==> src/hw/rtl/rhmw_ram.sv <==
`timescale 1ns / 1ps
// ----------------------------------------------------------------------------
// rhmw_ram
// Generic RAM: one bit-masked write port, two registered read ports.
// ----------------------------------------------------------------------------
module rhmw_ram #(
	parameter int WIDTH = 8,
	parameter int DEPTH = 16,
	parameter int AW    = (DEPTH > 1) ? $clog2(DEPTH) : 1
) (
	input  logic             clk,
	input  logic             we,
	input  logic [AW-1:0]    waddr,
	input  logic [WIDTH-1:0] wdata,
	input  logic [WIDTH-1:0] wmask,
	input  logic             re,
	input  logic [AW-1:0]    raddr_a,
	input  logic [AW-1:0]    raddr_b,
	output logic [WIDTH-1:0] rdata_a,
	output logic [WIDTH-1:0] rdata_b
);

	logic [WIDTH-1:0] mem [DEPTH];

	always_ff @(posedge clk) begin
		if (we) begin
			for (int i = 0; i < WIDTH; i++) begin
				if (wmask[i]) begin
					mem[waddr][i] <= wdata[i];
				end
			end
		end
		if (re) begin
			rdata_a <= mem[raddr_a];
			rdata_b <= mem[raddr_b];
		end
	end

endmodule
==> config.mk <==
export PLATFORM = sky130hd
export DESIGN_NAME = rhmw_ram
export DESIGN_NICKNAME = d
export VERILOG_FILES = /design/src/hw/rtl/rhmw_ram.sv
export SDC_FILE = /design/constraint.sdc
export NUM_CORES = 1
export LEC_CHECK = 0
export BUFFER_PORTS_ARGS = -buffer_cell sky130_fd_sc_hd__buf_2
export CAP_MARGIN = 20
export CORE_MARGIN = 8
export CORE_UTILIZATION = 55
export CTS_CLUSTER_SIZE = 16
export DETAILED_ROUTE_END_ITERATION = 8
export GPL_ROUTABILITY_DRIVEN = 0
export PLACE_DENSITY_LB_ADDON = 0.12
export SYNTH_ARGS = -nofsm -noshare
export SYNTH_HDL_FRONTEND = slang
export SYNTH_SLANG_ARGS = --single-unit
==> constraint.sdc <==
create_clock -name clk -period 1.7 [get_ports clk]
set_clock_uncertainty 0.15 [all_clocks]
set_input_delay 0.34 -clock clk [delete_from_list [all_inputs] [get_ports clk]]
set_output_delay 0.34 -clock clk [all_outputs]
set_load 0.05 [all_outputs]
==> results of run 1 <==
where the power goes:
part | total, uW | switching, uW | internal (uW)
clock | 3280 | 1320 | 1970
sequential | 4020 | 29.6 | 3990
combinational | 844 | 517 | 327
total | 8150 | 1860 | 6290
logic make-up after synthesis:
group                  count (synthesis)  share of synthesized area (%)
AO/OA/AOI/OAI                         32                           3.41
buffers and inverters                 29                           2.91
flip-flops                           144                           61.4
multiplexers                          64                           22.0
AND/OR/NAND/NOR                      182                           10.2
timing repair:
item	CTS	global route
buffers inserted	0	1
resized for setup	0	4
endpoints found under the setup margin	0	3
cells in the final DEF, fill, tap and decap left out, types with 7 or more instances in the layout:
cell / count
buf_4: 43
mux4_2: 61
nand2_1: 33
a22oi_1: 29
edfxtp_1: 144
buf_2: 46
buf_12: 7
nor2_1: 132
clkbuf_16: 17
layout make-up:
class | instances | area share (%)
Multi-Input combinational cell | 278 | 29.7
Timing Repair Buffer | 96 | 8.48
Tap cell | 172 | 2.63
Sequential cell | 144 | 52.9
Clock buffer | 21 | 5.39
Clock inverter | 10 | 0.873
synthesized netlist by cell type, types with 5 or more instances:
library cell	n	area share, %
nor2b_1	6	0.53
edfxtp_1	144	61
mux4_2	34	11
buf_2	5	0.36
clkdlybuf4s25_2	6	0.85
a22oi_1	32	3.4
mux4_1	28	10
buf_6	6	0.96
nor2_1	132	7.0
clkbuf_1	9	0.48
nand3_1	6	0.43
nand2_1	33	1.8
through the flow:
| stage | hold WS, ns | util (%) | setup slack (ns) | total power (uW) | area, sq um |
|---|---|---|---|---|---|
| floorplan | 0.289 | - | 0.00815 | 4630 | 7010 |
| global placement | 0.566 | 60.8 | -0.339 | 4920 | 7640 |
| detailed placement | 0.583 | 60.8 | -0.362 | 4940 | 7640 |
| CTS | 0.143 | 64.9 | 0.0309 | 8180 | 8150 |
| global route | 0.152 | 65.0 | -0.0171 | 8380 | 8170 |
| finish | 0.151 | 65.0 | 0.0343 | 8150 | 8170 |
flip-flops by register name, indices dropped and copies added, names as in the netlist:
signal   count
rdata_a      8
mem        128
rdata_b      8
path summary, 6_finish.rpt:
check	end
worst max-delay path	rdata_b[0]
worst min-delay path	mem[4][3]
worst max register to register	rdata_b[0]
worst min register to register	rdata_b[3]
metal layers:
| layer | vias to the layer above | track usage (%) | routed length [um] |
|---|---|---|---|
| li1 | 1928 | - | - |
| met1 | 2296 | 29.9 | 6860 |
| met2 | 257 | 35.0 | 8600 |
| met3 | 24 | 7.64 | 2110 |
| met4 | 0 | 9.40 | 340 |
| met5 | - | 0 | 0 |
==> metrics.csv, run 1 <==
metric,value,unit
cp.arrival,1.68,ns
synth_warnings,0,
power_density,997,mW/mm^2
path_depth,4,
dp.cells,689,
crit_slowest_cell,mux4_1,
rows,41,
crit_path_max_incr_delay,0.47,ns
synth_edf_count,144,
multiInputGateArea,0.00243,sq mm
reg2reg_from,mem[0][0],
globalRouteTotalUtil,23.0,%
cp_max_fo,2,
worstPathCellList,"buf_4, mux4_1, a22oi_1, nand2_1",
antenna_found_initial,0,
grt_pass1_wl,27100,um
syn_area,0.00704,sq mm
yosysSeqAreaShare,61.4,%
whs_path_depth,1,
cp.required,1.72,ns
cts-buffers-inserted,17,
endpoint_kind,flop,
clkSinkCount,144,
drc,0,
grt_setup_unrepaired,true,
drive_gt1_share,33.9,%
fmax,600,MHz
critPathKind,flop to flop,
fp.dieW,129,um
n_antenna_cell,0,
drv_cap,0,
io_buffers,46,
synth_nets,482,
fin_nets,568,
pin_count,47,
final.setup.tns,0,ns
status,"finished, final reports clean",
seqCellArea,0.00432,sq mm
drt_pass1_iterations,5,
cpLargestDelayFamily,multiplexers,
reg2reg_depth,4,
vias_per_cell,6.25,
start_kind,flop,
ys_types,18,
finalHoldViolations,0,
clockBufferDepth,2,
period_needed,1.67,ns
grt_max_degree,27,
clk_latency,0.42,ns
holdBufCountCts,0,
htreeDepth,4,
cts_tree,done,
min_period_over_period,98.0,%
gr-total-overflow,0,
p_leak,0.00279,uW
via_count,4505,
grt_pass1_vias,4547,
drt-total-wl,17900,um
crit_start,mem[0][0],
setup_viol,0,
r2r_setup_slack,0.03,ns
drtIter0Drc,592,
netlist_instances,451,
synth_top_flop_cell,edfxtp_1,
area_growth,16.0,%
die_height,129,um
slew_violations,0,
hold_path_class,primary input to flop,
worstPathBufferInverterCount,1,
avgSynthCellArea,15.6,sq um
slew_headroom,25.4,%
final_cell_count_no_fill,721,
cts-root-buf,clkbuf_16,
hpwl,11800,um
wl_per_cell,24.8,um
vdd_drop_max,0.726,mV
cts.clk_slew.worst_paths,0.06,ns
async_flop_share,0,%
die_area,0.0167,sq mm
synth-seq-cells,144,
tightest_slew,1.12,ns
core,0.0126,sq mm
start_util,56.0,%
min_from,wdata[3],
ant_nets,0,
fill_cells,938,
No activity file was read; power rests on OpenSTA's default activity.
==> inputs of run 2 (changes only) <==
Clock period 1.7 ns to 1.5 ns, I/O delays scaled along.
==> run 2 against run 1 <==
The run now ends with negative setup slack left. First-iteration DRC count fell by 10%. Clock power grew 19%. Design area grew 4.7%. Non-clock buffer count grew 20. Total power is 17% higher. Cell count grew 2.9%. Sequential share of layout area is 2.4 points lower. Global-route usage shrank 0.33 points. Sequential power up 13%. Critical endpoint is now rdata_b[7]. Largest cell class unchanged.
==> metrics.csv, run 2 (synthesis results as in run 1) <==
metric,value,unit
final_cell_mix,"edfxtp_1, nor2_1, mux4_2",
power.switching,2140,uW
final_cell_count_no_fill,742,
p_seq_share,47.9,%
drt-total-wl,17700,um
p_int,7380,uW
die_height,129,um
grt_pass1_vias,4668,
gr-max-usage-layer,met2,
finish.instance_area,0.00855,sq mm
fmax,606,MHz
cp.required,1.53,ns
failed_checks,negative setup slack,
status,finished with violations,
tightest_slew,1.20,ns
finalHoldViolations,0,
drc,0,
area_growth,21.4,%
clockBufferDepth,2,
pin_count,47,
reg2reg_from,mem[0][7],
cts-root-buf,clkbuf_16,
final_common_cell,edfxtp_1,
setup_viol,16,
top_regs,"mem x128, rdata_a x8, rdata_b x8",
grt_setup_unrepaired,true,
n_antenna_cell,0,
final.setup.tns,-0.765,ns
antenna_found_initial,0,
wl_per_cell,23.9,um
drtIter0Drc,532,
globalRouteTotalUtil,22.7,%
whs_path_depth,1,
critPathKind,flop to flop,
p_leak,0.00292,uW
grtUsageMet3,5.55,%
dp_slack,-0.461,ns
rows,41,
r2r_setup_slack,-0.15,ns
power_density,1110,mW/mm^2
switching_share,22.4,%
cts_tree,done,
dp.cells,710,
cts.clk_slew.worst_paths,0.06,ns
via_count,4480,
min_from,wdata[1],
io_buffers,46,
die_area,0.0167,sq mm
power.share.clock,40.9,%
start_kind,flop,
vias_per_cell,6.04,
gr-usage-met1,27.3,%
hold_path_class,primary input to flop,
cp_max_fo,2,
grt_pass1_wl,26900,um
core,0.0126,sq mm
drive_gt1_share,39.6,%
min_period_over_period,110,%
endpoint_kind,flop,
slew_violations,0,
cts-buffers-inserted,17,
slew_headroom,19.9,%
hpwl,12400,um
period_needed,1.65,ns
htreeDepth,4,
p_comb_share,11.2,%
vdd_drop_max,0.859,mV
regMostFlops,mem,
holdBufCountCts,0,
fin_nets,588,
fp.dieW,129,um
grt_util_met2,38.0,%
hold_path_end,mem[13][1],
drv_cap,0,
place_area,0.00787,sq mm
fin_util,68.0,%
drt_pass1_iterations,5,
clkSinkCount,144,
cp.arrival,1.67,ns
largest_register_ffs,128,
ant_nets,0,
timing.rr.end,rdata_b[7],
gr-total-overflow,0,
clk_latency,0.42,ns
start_util,56.0,%
grt_max_degree,18,
fin_ws,-0.149,ns
post-cts-setup-buffers,0,
reg2reg_depth,3,
[run 2: area by class of cell]
cell class | instances | area (sq um)
Clock buffer | 22 | 444
Clock inverter | 10 | 93.8
Fill cell | 896 | 4020
Multi-Input combinational cell | 278 | 2520
Sequential cell | 144 | 4320
Tap cell | 172 | 215
Timing Repair Buffer | 116 | 951
[run 2: what timing repair did]
item | in CTS | in global routing
pin swaps | 3 | 6
resized for setup | 10 | 32
setup endpoints to repair | 18 | 23
[run 2: worst max-delay path: stages (launching register included)]
cell      delay (ns)
edfxtp_1        0.38
mux4_4          0.61
a22oi_2         0.20
nand2_1         0.07
[run 2: metrics by stage]
stage                     hold WS, ns  total power (uW)
after CTS                      0.0941              9510
after floorplan                 0.249              5240
after detailed placement        0.541              5640
final                           0.108              9520
after global placement          0.532              5630
after global routing            0.100              9790
[run 2: routing by layer]
layer / part of all wire (%) / routed length, um / vias up
li1: - / - / 1967
met4: 2.3 / 408 / 0
met2: 52 / 9270 / 200
met1: 38 / 6730 / 2280
met3: 7.3 / 1290 / 33
met5: 0 / 0 / -
[run 2: worst max-delay path by stage]
| stage | from | end | slack, ns | cells past startpoint |
|---|---|---|---|---|
| floorplan | raddr_a[0] | rdata_a[0] | -0.15 | 5 |
| global placement | raddr_b[0] | rdata_b[3] | -0.47 | 6 |
| detailed placement | raddr_b[0] | rdata_b[3] | -0.46 | 6 |
| CTS | mem[3][0] | rdata_a[0] | -0.15 | 3 |
| global route | mem[3][7] | rdata_b[7] | -0.20 | 3 |
| finish | mem[0][7] | rdata_b[7] | -0.15 | 3 |
[run 2: power groups by stage]
stage | sequential [uW] | combinational, uW | clock [uW]
floorplan | 4760 | 487 | 0
finish | 4560 | 1070 | 3890
global placement | 4630 | 997 | 0
CTS | 4550 | 1030 | 3930
detailed placement | 4640 | 1010 | 0
global route | 4560 | 1130 | 4100
==> inputs of run 3 (changes only) <==
Settings changed: BUFFER_PORTS_ARGS -buffer_cell sky130_fd_sc_hd__buf_2 to -buffer_cell sky130_fd_sc_hd__clkbuf_2, REMOVE_ABC_BUFFERS from default to 1.
==> run 3 against run 2 <==
The run still ends with negative setup slack left. Largest power group unchanged. Maximum frequency decreased by 0.91%. Global-route usage grew 0.20 points. Count of clock-buffer cells in the layout fell by 5.
==> metrics.csv, run 3 (synthesis results as in run 1) <==
metric,value,unit
status,finished with violations,
failed_checks,negative setup slack,
top_regs,"mem x128, rdata_a x8, rdata_b x8",
final_common_cell,edfxtp_1,
whs_path_depth,1,
io_buffers,46,
timing.rr.end,rdata_b[7],
fp.dieW,129,um
cp.arrival,1.80,ns
drc,0,
endpoint_kind,flop,
dp_slack,-0.509,ns
cts.clk_slew.worst_paths,0.06,ns
dp.cells,706,
hpwl,12300,um
min_from,wdata[4],
seqCellArea,0.00432,sq mm
final_cell_count_no_fill,739,
grt_setup_unrepaired,true,
die_area,0.0167,sq mm
grt_pass1_wl,27200,um
r2r_setup_slack,-0.15,ns
largest_register_ffs,128,
cts-root-buf,clkbuf_16,
drv_cap,0,
critPathKind,primary input to flop,
gr-total-overflow,0,
drtIter0Drc,463,
rows,41,
tightest_slew,1.24,ns
finalHoldViolations,0,
regMostFlops,mem,
core,0.0126,sq mm
crit_start,raddr_a[3],
vias_per_cell,6.10,
clkSinkCount,144,
post-cts-setup-buffers,0,
clk_latency,0.42,ns
period_needed,1.66,ns
grt_max_degree,21,
wl_per_cell,24.4,um
htreeDepth,4,
min_period_over_period,111,%
power_density,1110,mW/mm^2
slew_violations,0,
fin_ws,-0.164,ns
cp_max_fo,8,
cts_tree,done,
drive_gt1_share,40.6,%
pin_count,47,
drt_pass1_iterations,5,
vdd_drop_max,0.847,mV
fin_nets,585,
clockBufferDepth,2,
drt-total-wl,18000,um
via_count,4506,
start_util,56.0,%
hold_path_end,mem[9][4],
n_antenna_cell,0,
cp.required,1.63,ns
fmax,601,MHz
final_cell_mix,"edfxtp_1, nor2_1, mux4_2",
globalRouteTotalUtil,22.9,%
ant_nets,0,
grt_pass1_vias,4802,
whs,0.131,ns
fill_cells,877,
die_height,129,um
hold_path_class,primary input to flop,
cts-buffers-inserted,17,
start_kind,primary input,
p_leak,0.00295,uW
reg2reg_depth,3,
slew_headroom,17.4,%
setup_viol,16,
antenna_found_initial,0,
reg2reg_from,mem[2][7],
multiInputGateArea,0.00255,sq mm
area_growth,22.2,%
==> run 3: how the worst max path moves through the flow <==
stage | end | slack, ns | cells after the start
after floorplan | rdata_a[0] | -0.09 | 3
after global placement | rdata_a[7] | -0.50 | 6
after detailed placement | rdata_a[7] | -0.51 | 6
after CTS | rdata_b[7] | -0.15 | 3
after global routing | rdata_a[0] | -0.18 | 3
final | rdata_a[0] | -0.16 | 4
==> run 3: worst max-delay path, cell delays in order <==
cell and delay (ns):
clkbuf_2 0.10, nor2b_1 0.96, a22oi_1 0.28, nand2_1 0.15
==> run 3: stage by stage <==
step / total power (uW) / TNS, ns / utilization (%) / cell area, sq um
after floorplan: 5110 / -0.186 / - / 6840
after global placement: 5610 / -9.84 / 63.3 / 7950
after detailed placement: 5630 / -12.43 / 63.3 / 7950
after CTS: 9500 / -1.24 / 68.0 / 8550
after global routing: 9750 / -1.67 / 68.4 / 8600
final: 9510 / -1.01 / 68.4 / 8600
==> run 3: layer usage <==
layer | up-vias | GRT usage, % | routed length (um)
met5 | - | 0 | 0
met4 | 0 | 10.6 | 531
met3 | 41 | 5.67 | 1200
met2 | 197 | 40.0 | 9690
met1 | 2303 | 25.9 | 6580
li1 | 1965 | - | -
==> run 3: area by class of cell <==
type	instances	share of cell area (%)
sequential	144	50.3
multi-input combinational	278	29.6
timing repair buffer	113	11.2
clock buffer	17	4.95
tap	172	2.50
clock inverter	15	1.43
==> run 3: repair_timing <==
item	CTS	global route
setup endpoints to repair	23	25
gates resized for setup	42	30
pin swaps	16	14
hold buffers	0	0
==> run 3: power by group <==
part	switching [uW]	internal (uW)	total [uW]
logic	620	462	1080
clock network	1620	2260	3870
registers	33.6	4520	4560
total	2270	7240	9510
